<file path="config.mk">
export PLATFORM = sky130hd
export DESIGN_NAME = oikl_fifo
export DESIGN_NICKNAME = d
export VERILOG_FILES = /design/src/oikl_pkg.sv /design/src/oikl_fifo.sv
export SDC_FILE = /design/constraint.sdc
export NUM_CORES = 1
export LEC_CHECK = 0
export BUFFER_PORTS_ARGS = -buffer_cell sky130_fd_sc_hd__buf_2
export CAP_MARGIN = 5
export CORE_MARGIN = 2
export CORE_UTILIZATION = 40
export CTS_BUF_LIST = sky130_fd_sc_hd__clkbuf_8
export CTS_CLUSTER_DIAMETER = 150
export CTS_CLUSTER_SIZE = 24
export DETAILED_ROUTE_END_ITERATION = 8
export GPL_TIMING_DRIVEN = 1
export PLACE_DENSITY = 0.7
export SYNTH_ARGS = -nofsm -noshare
export SYNTH_HDL_FRONTEND = slang
export SYNTH_SLANG_ARGS = --single-unit
export TNS_END_PERCENT = 10
</file>
<file path="constraint.sdc">
create_clock -name aclk -period 3.4 [get_ports aclk]
set_input_delay 0 -clock aclk [delete_from_list [all_inputs] [get_ports aclk]]
set_output_delay 0 -clock aclk [all_outputs]
set_load 0.02 [all_outputs]
</file>
<file path="src/oikl_pkg.sv">
`default_nettype none
package oikl_pkg;

    localparam int FRAC_BITS_DEF = 16;
    localparam int SIN120_Q15    = 28378;
    localparam int HALF_Q15      = 16384;

    // projection and wheel widths
    localparam int WHL_W  = 19;
    // scaled magnitude width for the divider (max_abs <= 2^18)
    localparam int MAG_W  = 19;

    localparam logic [1:0] REG_RADIUS = 2'd0;
    localparam logic [1:0] REG_MAXSPD = 2'd1;
    localparam logic [1:0] REG_LIMEN  = 2'd2;
    localparam logic [1:0] REG_RPM    = 2'd3;

    typedef struct packed {
        logic signed [15:0] vel_x;
        logic signed [15:0] vel_y;
        logic signed [15:0] yaw_rate;
    } in_word_t;

    typedef struct packed {
        logic signed [15:0] wheel0_speed;
        logic signed [15:0] wheel1_speed;
        logic signed [15:0] wheel2_speed;
        logic signed [15:0] wheel0_rpm;
        logic signed [15:0] wheel1_rpm;
        logic signed [15:0] wheel2_rpm;
        logic               was_limited;
    } out_word_t;

    // classified command handed from front to back through the queue
    typedef struct packed {
        logic signed [WHL_W-1:0] w0;
        logic signed [WHL_W-1:0] w1;
        logic signed [WHL_W-1:0] w2;
        logic [MAG_W-1:0]        max_abs;
        logic                    do_scale;
    } cmd_t;

    function automatic logic signed [15:0] sat16(input logic signed [47:0] v);
        logic signed [15:0] r;
        if (v > 48'sd32767) begin
            r = 16'sh7fff;
        end else if (v < -48'sd32768) begin
            r = 16'sh8000;
        end else begin
            r = v[15:0];
        end
        return r;
    endfunction

endpackage
`default_nettype wire

</file>
<file path="src/oikl_fifo.sv">
`default_nettype none
// short queue between front and back
module oikl_fifo #(
    parameter int DEPTH = 4
) (
    input  wire             aclk,
    input  wire             aresetn,
    input  wire             wr_en,
    input  oikl_pkg::cmd_t  wr_data,
    input  wire             rd_en,
    output oikl_pkg::cmd_t  rd_data,
    output logic            empty,
    output logic [$clog2(DEPTH+1)-1:0] count
);
    localparam int AW = $clog2(DEPTH);
    oikl_pkg::cmd_t mem [DEPTH];
    logic [AW-1:0] wp_reg, rp_reg;
    logic [$clog2(DEPTH+1)-1:0] cnt_reg;

    always_ff @(posedge aclk) begin
        if (!aresetn) begin
            wp_reg  <= '0;
            rp_reg  <= '0;
            cnt_reg <= '0;
        end else begin
            if (wr_en) wp_reg <= (wp_reg == AW'(DEPTH-1)) ? '0 : wp_reg + 1'b1;
            if (rd_en) rp_reg <= (rp_reg == AW'(DEPTH-1)) ? '0 : rp_reg + 1'b1;
            cnt_reg <= cnt_reg + (wr_en ? 1'b1 : 1'b0) - (rd_en ? 1'b1 : 1'b0);
        end
        if (wr_en) mem[wp_reg] <= wr_data;
    end

    assign rd_data = mem[rp_reg];
    assign empty   = (cnt_reg == '0);
    assign count   = cnt_reg;
endmodule
`default_nettype wire

</file>
==> run_results.csv <==
group,metric,value,unit
yosys,synthFlopType,"edfxtp_1",
yosys,synth_edf_count,308,
critical_path,crit_required,3.40,ns
floorplan,die_w,174.2,µm
critical_path,crit_buf_inv,2,
placement,gp_congestion,0.6982,
drt,routedWlPerCell,19.75,µm
power_and_ir_drop,cellLeakagePower,0.004663,µW
yosys,async_flop_share,0,%
drt,antenna_left,0,
placement,io_buffer_count,161,
power_and_ir_drop,seqPwrFrac,64.8,%
run,max_cap_viol_count,0,
yosys,ys_warn_count,0,
timing,fin_crit,2.481,ns
grt,antenna_found_initial,1,
floorplan,core-area,28630,µm²
floorplan,num_rows,62,
floorplan,die_y,174.2,µm
timing,finalCritPeriodShare,72.98,%
grt,grt_max_degree,78,
yosys,ys_seq_area_share,81.36,%
grt,grt_pass1_wl,32950,µm
drt,dr.pass1.iters,4,
clock_tree,cts_tree,"done",
timing,finalMaxSlewViolations,0,
critical_path,worst_path_dominant_cell_family,"flip-flops",
power_and_ir_drop,p_sw,1635,µW
power_and_ir_drop,power_frac_clock,22.4,%
power_and_ir_drop,swShare,23.43,%
power_and_ir_drop,comb_power_share,12.8,%
timing,worst_pin_slew,1.162,ns
cells_and_area,drive_gt1_share,38.71,%
power_and_ir_drop,intPower,5346,µW
timing,finalClockSkew,0.02535,ns
timing,finalSetupViolCount,0,
cells_and_area,largest_register,"mem",
power_and_ir_drop,power_density,501.4,nW/µm²
grt,grt.total_usage,14.11,%
power_and_ir_drop,ir_worst_vdd,340.2,µV
yosys,synthCells,445,
floorplan,boundaryPins,162,
clock_tree,clock_latency,0.53,ns
timing,fmaxAchievable,403.0,MHz
yosys,syn_avg_cell_area,26.04,µm²
cells_and_area,final_util,48.64,%
timing,relSlewSlack,22.50,%
yosys,syn_area,11590,µm²
placement,hpwl,12850,µm
yosys,syn_nets,534,
clock_tree,cts_max_level,1,
cells_and_area,final.fill_count,2340,
drt,drt_iter0_drc,419,
floorplan,die_area,30350,µm²
critical_path,crit_path_end_kind,"output port",
drt,drc_errors,0,
yosys,ys_types,19,
placement,dp.cells,979,
clock_tree,post_cts_resized,0,
critical_path,arrival,2.48,ns
grt,grt_overflow_total,0,
critical_path,crit_path_max_incr_delay,0.76,ns
drt,routed_wl,21430,µm
status,status,"finished clean",
cells_and_area,finalNonFillerCells,1085,
grt,grt_pass1_vias,5851,
critical_path,cp-start-kind,"flip-flop",
cells_and_area,nNetsFinal,784,
cells_and_area,syn2layout_area_growth,20.15,%
clock_tree,root_buffer,"clkbuf_8",
critical_path,crit_path_top_delay_cell,"dfxtp_4",
timing,fin_tns_setup,0,ns
clock_tree,clk_pin_slew,0.13,ns
critical_path,crit_chain,"buf_4, mux4_2, buf_2",
floorplan,start_util,40.48,%
clock_tree,clock_sinks,317,
yosys,synth-seq-cells,317,
clock_tree,numCtsBuffers,17,
clock_tree,clk_path_buf_depth,3,
critical_path,worstPathMaxFanout,29,
drt,vias,5353,
hold_path,holdCritPathClass,"in -> reg",
drt,vias_per_cell,4.934,
timing,rsz0062_at_grt,"false",
cells_and_area,largest_register_ffs,308,
critical_path,critical_path_class,"reg -> out",
timing,hold_viol,0,
==> power groups by stage <==
stage | Sequential [µW] | Clock (µW) | Combinational [µW]
final | 4520 | 1560 | 894
after floorplan | 4600 | 0 | 542
after detailed placement | 4620 | 0 | 833
after global placement | 4610 | 0 | 810
after global routing | 4550 | 1760 | 958
after CTS | 4530 | 1650 | 912
==> cell families (layout without fill, tap and decap cells) <==
| family | Yosys count | after routing | share of synthesized area [%] |
|---|---|---|---|
| flops | 317 | 317 | 81.36 |
| mux | 79 | 79 | 15.14 |
| buf+inv | 24 | 279 | 1.587 |
| simple gates | 14 | 14 | 0.7017 |
| fa+ha+maj | 8 | 8 | 0.9285 |
| compound gates | 2 | 2 | 0.08638 |
| xor+xnor | 1 | 1 | 0.1943 |
| other cells | 0 | 1 | 0 |
==> Yosys cell counts, drive strengths merged, types with 4 or more instances <==
library cell	instances	area share, %
and2	5	0.27
mux4	77	15
clkbuf	4	0.13
ha	7	0.76
inv	6	0.19
edfxtp	308	80
dfxtp	9	1.6
nor2	4	0.13
buf	14	1.3
==> cell type report <==
cell class	instances	area, µm²	area share (%)
clock buffer	17	234.0	1.680
antenna	1	2.502	0.01797
inverter	6	22.52	0.1618
timing repair buffer	249	1719	12.35
clock inverter	7	42.54	0.3055
sequential	317	9437	67.77
multi-input combinational	104	1986	14.26
tap	384	480.5	3.451
==> worst register-to-register path, cell delays in order, from the launching register on <==
cell	delay [ns]
dfxtp_1	0.37
inv_1	0.10
ha_1	0.16
and2_4	0.92
==> what timing repair did <==
item	in CTS	in global routing
setup buffers	0	0
hold endpoints to repair	317	0
hold buffers	81	0
==> per-stage QoR <==
step / setup WS (ns) / hold slack (ns) / instance area, µm² / power, µW
2_1_floorplan: 0.6220 / 0.09887 / 11590 / 5141
3_3_place_gp: 1.431 / 0.2084 / 12830 / 5415
3_5_place_dp: 1.393 / 0.2166 / 12830 / 5453
4_1_cts: 0.7933 / 0.1614 / 13920 / 7089
5_1_grt: 0.6936 / 0.1710 / 13920 / 7263
6_report: 0.9187 / 0.2020 / 13920 / 6982
==> per-layer routing <==
| layer | vias to the layer above | part of all wire, % | GRT usage (%) |
|---|---|---|---|
| met4 | 0 | 1.4 | 2.906 |
| met2 | 138 | 50 | 24.72 |
| met3 | 28 | 5.3 | 2.734 |
| met5 | - | 0 | 0 |
| met1 | 2815 | 43 | 18.46 |
| li1 | 2372 | - | - |
==> placed cells by master (no fill, tap or decap), drive strengths merged <==
cell | synthesis | routed
mux2i | 2 | 2
diode | 0 | 1
xnor3 | 1 | 1
inv | 6 | 13
nand2b | 2 | 2
edfxtp | 308 | 308
dfxtp | 9 | 9
nor3 | 1 | 1
nor2 | 4 | 4
dlygate4sd3 | 0 | 81
a21oi | 2 | 2
and2 | 5 | 5
fa | 1 | 1
mux4 | 77 | 77
clkbuf | 4 | 17
or3b | 2 | 2
ha | 7 | 7
buf | 14 | 168
==> path summary, 6_finish.rpt <==
| path | from | cells after the start | slack [ns] | end |
|---|---|---|---|---|
| worst max register to register | wp_reg[0] | 3 | 1.43 | mem[2][15] |
| worst min register to register | rp_reg[0] | 2 | 0.54 | rp_reg[0] |
| worst min-delay path | wr_data[31] | 2 | 0.20 | mem[2][31] |
| worst max-delay path | flip-flop | 3 | 0.92 | rd_data[27] |
Note: power is estimated with default switching activity, not from simulation.
