## src/oikl_pkg.sv

```systemverilog
`default_nettype none
package oikl_pkg;

    localparam int FRAC_BITS_DEF = 16;
    localparam int SIN120_Q15    = 28378;
    localparam int HALF_Q15      = 16384;

    // projection and wheel widths
    localparam int WHL_W  = 19;
    // scaled magnitude width for the divider (max_abs <= 2^18)
    localparam int MAG_W  = 19;

    localparam logic [1:0] REG_RADIUS = 2'd0;
    localparam logic [1:0] REG_MAXSPD = 2'd1;
    localparam logic [1:0] REG_LIMEN  = 2'd2;
    localparam logic [1:0] REG_RPM    = 2'd3;

    typedef struct packed {
        logic signed [15:0] vel_x;
        logic signed [15:0] vel_y;
        logic signed [15:0] yaw_rate;
    } in_word_t;

    typedef struct packed {
        logic signed [15:0] wheel0_speed;
        logic signed [15:0] wheel1_speed;
        logic signed [15:0] wheel2_speed;
        logic signed [15:0] wheel0_rpm;
        logic signed [15:0] wheel1_rpm;
        logic signed [15:0] wheel2_rpm;
        logic               was_limited;
    } out_word_t;

    // classified command handed from front to back through the queue
    typedef struct packed {
        logic signed [WHL_W-1:0] w0;
        logic signed [WHL_W-1:0] w1;
        logic signed [WHL_W-1:0] w2;
        logic [MAG_W-1:0]        max_abs;
        logic                    do_scale;
    } cmd_t;

    function automatic logic signed [15:0] sat16(input logic signed [47:0] v);
        logic signed [15:0] r;
        if (v > 48'sd32767) begin
            r = 16'sh7fff;
        end else if (v < -48'sd32768) begin
            r = 16'sh8000;
        end else begin
            r = v[15:0];
        end
        return r;
    endfunction

endpackage
`default_nettype wire

```

## src/oikl_front.sv

```systemverilog
`default_nettype none
// projection, rotation term and max search, two stages
module oikl_front (
    input  wire                 aclk,
    input  wire                 aresetn,
    input  wire                 en,
    input  wire                 in_valid,
    input  oikl_pkg::in_word_t  in_word,
    input  wire [9:0]           radius,
    input  wire [14:0]          max_spd,
    input  wire                 lim_en,
    output logic                out_valid,
    output oikl_pkg::cmd_t      out_cmd
);
    localparam int W = oikl_pkg::WHL_W;

    // stage 1: products
    logic               v1_reg;
    logic signed [31:0] px_reg, py_reg;
    logic signed [26:0] rp_reg;
    logic signed [15:0] vy_reg;

    always_ff @(posedge aclk) begin
        if (!aresetn) begin
            v1_reg <= 1'b0;
        end else if (en) begin
            v1_reg <= in_valid;
        end
        if (en) begin
            px_reg <= 32'(signed'(in_word.vel_x)) * 32'sd28378;
            py_reg <= 32'(signed'(in_word.vel_y)) * 32'sd16384;
            rp_reg <= 27'(signed'(in_word.yaw_rate)) * signed'({17'd0, radius});
            vy_reg <= in_word.vel_y;
        end
    end

    // stage 2: truncating divides by constants
    logic signed [32:0] s1, s2;
    logic signed [32:0] a1, a2;
    logic signed [W-1:0] p1, p2, rot, w0, w1, w2;
    logic [W-1:0] m0, m1, m2, mx;
    logic [26:0] rmag;
    logic [26:0] rq;
    logic [55:0] rprod;
    oikl_pkg::cmd_t cmd_next;

    always_comb begin
        s1 = -33'(px_reg) - 33'(py_reg);
        s2 = 33'(px_reg) - 33'(py_reg);
        a1 = s1[32] ? -s1 : s1;
        a2 = s2[32] ? -s2 : s2;
        p1 = s1[32] ? -W'(a1 >>> 15) : W'(a1 >>> 15);
        p2 = s2[32] ? -W'(a2 >>> 15) : W'(a2 >>> 15);
        rmag = rp_reg[26] ? 27'(-rp_reg) : 27'(rp_reg);
        // /1000 via reciprocal: ceil(2^35/1000)=34359739, exact for 25-bit magnitudes
        rprod = 56'(rmag) * 56'd34359739;
        rq = 27'(rprod >> 35);
        rot = rp_reg[26] ? -W'(rq) : W'(rq);
        w0 = W'(vy_reg) + rot;
        w1 = p1 + rot;
        w2 = p2 + rot;
        m0 = w0[W-1] ? W'(-w0) : W'(w0);
        m1 = w1[W-1] ? W'(-w1) : W'(w1);
        m2 = w2[W-1] ? W'(-w2) : W'(w2);
        mx = m0;
        if (m1 > mx) mx = m1;
        if (m2 > mx) mx = m2;
        cmd_next.w0 = w0;
        cmd_next.w1 = w1;
        cmd_next.w2 = w2;
        cmd_next.max_abs = mx;
        cmd_next.do_scale = lim_en && (mx > W'(max_spd));
    end

    always_ff @(posedge aclk) begin
        if (!aresetn) begin
            out_valid <= 1'b0;
        end else if (en) begin
            out_valid <= v1_reg;
        end
        if (en) begin
            out_cmd <= cmd_next;
        end
    end
endmodule
`default_nettype wire

```

## config.mk

```make
export PLATFORM = sky130hd
export DESIGN_NAME = oikl_front
export DESIGN_NICKNAME = d
export VERILOG_FILES = /design/src/oikl_pkg.sv /design/src/oikl_front.sv
export SDC_FILE = /design/constraint.sdc
export NUM_CORES = 2
export LEC_CHECK = 0
export ABC_AREA = 0
export ABC_CLOCK_PERIOD_IN_PS = 49800
export BUFFER_PORTS_ARGS = -buffer_cell sky130_fd_sc_hd__buf_2
export CAP_MARGIN = 20
export CELL_PAD_IN_SITES_DETAIL_PLACEMENT = 1
export CELL_PAD_IN_SITES_GLOBAL_PLACEMENT = 1
export CORE_MARGIN = 10
export CORE_UTILIZATION = 37
export CTS_CLUSTER_DIAMETER = 120
export DETAILED_ROUTE_END_ITERATION = 12
export GPL_ROUTABILITY_DRIVEN = 0
export PLACE_DENSITY = 0.68
export SLEW_MARGIN = 10
export SYNTH_ARGS = -nofsm -noshare
export SYNTH_HDL_FRONTEND = slang
export SYNTH_SLANG_ARGS = --single-unit
```

## constraint.sdc

```tcl
create_clock -name aclk -period 49.8 [get_ports aclk]
set_input_delay 2.49 -clock aclk [delete_from_list [all_inputs] [get_ports aclk]]
set_output_delay 2.49 -clock aclk [all_outputs]
set_load 0.05 [all_outputs]
```

==> flow_summary.toml <==
[die]
die_y_um = 345
start_util_pct = 37.4
fp.coreArea_mm2 = 0.104
rows = 118
die_area_mm2 = 0.119
die-width_um = 345
io-pin-count = 156

[worst_setup_path]
arrival_ps = 24750
cpLargestDelayFamily = "compound AO/OA/AOI/OAI gates"
crit_type = "reg2reg"
worst_path_largest_cell_delay_ps = 650
cp-end-kind = "flip-flop"
critical_path_required_ps = 50030
worstSetupStartpointType = "flip-flop"
critPathBufInv = 8
crit_path_frequent_cell = "o21a_1"
cp_max_fo = 36
slowest_stage = "xor2_1"

[yosys]
yosysSeqAreaShare_pct = 11.7
synthDominantCellAreaShare_pct = 25.3
ys_warn_count = 0
netlist_area_mm2 = 0.0390
ys_types = 122
async_flop_share_pct = 0
synth_top_cell_by_area = "fa_1"
synth_edf_count = 151
synth_seq_cells = 153
yosys-top-cells-area = "fa_1 (25%), ha_1 (19%), edfxtp_1 (12%)"
synth_nets = 5459
postSynthAreaPerCell_um2 = 9.07
ys.flop_type = "edfxtp_1"
syn_inst = 4296

[clocking]
ctsHtreeMaxLevel = 4
cts-resized-gates = 0
ctsHoldBuffers = 0
cts_root_buffer = "clkbuf_16"
numCtsBuffers = 17
cts_setup_buffers = 0
clk_latency_ps = 500
cts_max_path_buffers = 2
cts.sinks = 153
tritoncts = "built"
cts.clk_slew.worst_paths_ps = 70

[sta]
setup_violations = 0
worst_slack_ps = 25270
max-slew-margin-rel_pct = 24.3
fin_crit_sh_pct = 49.2
finalHoldViolCount = 0
setup_tns_ps = 0
max_freq_mhz = 40.8
period_minus_slack_ps = 24530
rsz0062_at_grt = "no"
maxSlewViolCount = 0
tightest_slew_ps = 1130
fin_worst_skew_ps = 14.9

[routing]
vias = 30100
drt-total-wl_mm = 113
drtIter0Drc = 1449
drcViolationCount = 0
drt-wirelength-per-cell_um = 19.4
first_pass_iters = 5
drt-vias-per-instance = 5.17
antenna_left = 0

[global_routing]
grt_max_degree = 57
grt_pass1_wl_mm = 179
grt_pass1_vias = 32000
antenna_found_initial = 5
grt_overflow = 0
grt_usage_pct = 19.0

[placed_design]
numPortBuffers = 155
dp_slack_ps = 25500
hpwl_mm = 99.6

[cells_and_area]
syn2layout_area_growth_pct = 7.75
drive_above_1_share_pct = 6.82
ff_latch_area_mm2 = 0.00457
layout.nets = 5592
n_fill_cell = 12200
largest_reg_flops = 77
multiInputGateArea_mm2 = 0.0306

[outcome]
status = "complete, no violations"

[hold_path]
worstHoldPathType = "reg2reg"

[flow_run]
maxCapViolations = 0
==> worst min-delay path: stages, from the launching register on <==
cell     delay [ps]
dfxtp_1         330
mux2i_1          60
nor2b_1         100
==> cells in the mapped netlist (33+ instances only) <==
library cell,instances
nor2_1,196
and2_1,121
nand2b_1,34
inv_1,920
nand2_1,255
a21oi_1,188
fa_1,493
clkbuf_1,50
nand3_1,51
nand4_1,33
o31ai_1,44
edfxtp_1,151
xnor2_1,256
nor3_1,63
o21a_1,35
a21o_1,56
xor2_1,81
o21bai_1,46
ha_1,592
o21ai_0,119
==> kinds of logic after synthesis <==
logic type / Yosys count / synth area share [%]
multiplexers: 29 / 0.928
buffers and inverters: 998 / 9.71
adder cells (fa/ha/maj): 1091 / 44.5
AND/OR/NAND/NOR: 958 / 12.7
flip-flops: 153 / 11.7
XOR/XNOR: 340 / 7.74
AO/OA/AOI/OAI: 727 / 12.7
==> layer usage <==
metal  global-route usage, %  up-vias  part of all wire, %
met5                       0        -                0.051
met2                    30.6      538                   45
li1                        -    14500                    -
met1                    26.8    15000                   49
met3                    2.68      116                  4.5
met4                    4.39       10                  1.9
==> through the flow <==
| stage | cell area (um^2) | hold slack, ps | cells | util [%] |
|---|---|---|---|---|
| 2_1_floorplan | 39000 | 482 | 4296 | - |
| 3_5_place_dp | 41400 | 515 | 5789 | 39.8 |
| 3_3_place_gp | 41400 | 505 | 5789 | 39.8 |
| 6_report | 42000 | 525 | 5823 | 40.3 |
| 4_1_cts | 42000 | 533 | 5821 | 40.3 |
| 5_1_grt | 42000 | 572 | 5822 | 40.3 |
==> final cells by class <==
class | count | share of cell area, %
Antenna cell | 1 | 0.00596
Clock buffer | 17 | 1.01
Clock inverter | 15 | 0.381
Inverter | 929 | 8.31
Multi-Input combinational cell | 3145 | 72.9
Sequential cell | 153 | 10.9
Tap cell | 1380 | 4.11
Timing Repair Buffer | 183 | 2.36
==> final timing paths <==
kind | slack, ps | end | from | depth (start not counted)
hold reg to reg | 520 | out_valid | out_valid | 2
hold / removal | 520 | out_valid | out_valid | 2
setup reg to reg | 25270 | out_cmd[0] | rp_reg[0] | 109
setup / recovery | 25270 | out_cmd[0] | rp_reg[0] | 109
==> cell usage in the layout (no fill, tap or decap), drive strengths merged, types with 9 or more instances in the layout <==
master and count:
clkinv 9, nor3 66, xnor2 257, nor2 198
a2111oi 12, nor4 28, mux2i 21, o2111ai 11
nand3 51, inv 932, or2 21, a211oi 34
or4 19, o211ai 19, clkbuf 17, or3 27
o21a 35, o21bai 47, o21ai 139, buf 183
nor3b 9, nand2b 34, o31ai 46, a21boi 11
xor2 82, a21o 57, nand3b 9, and3 24
a21oi 188, edfxtp 151, and2 121, nand4 34
and4 10, nor2b 33, fa 493, nand2 256
ha 592, a31oi 32
Power is not shown: default switching activity piles up to over one toggle a cycle in this logic, so the estimate is an artifact.
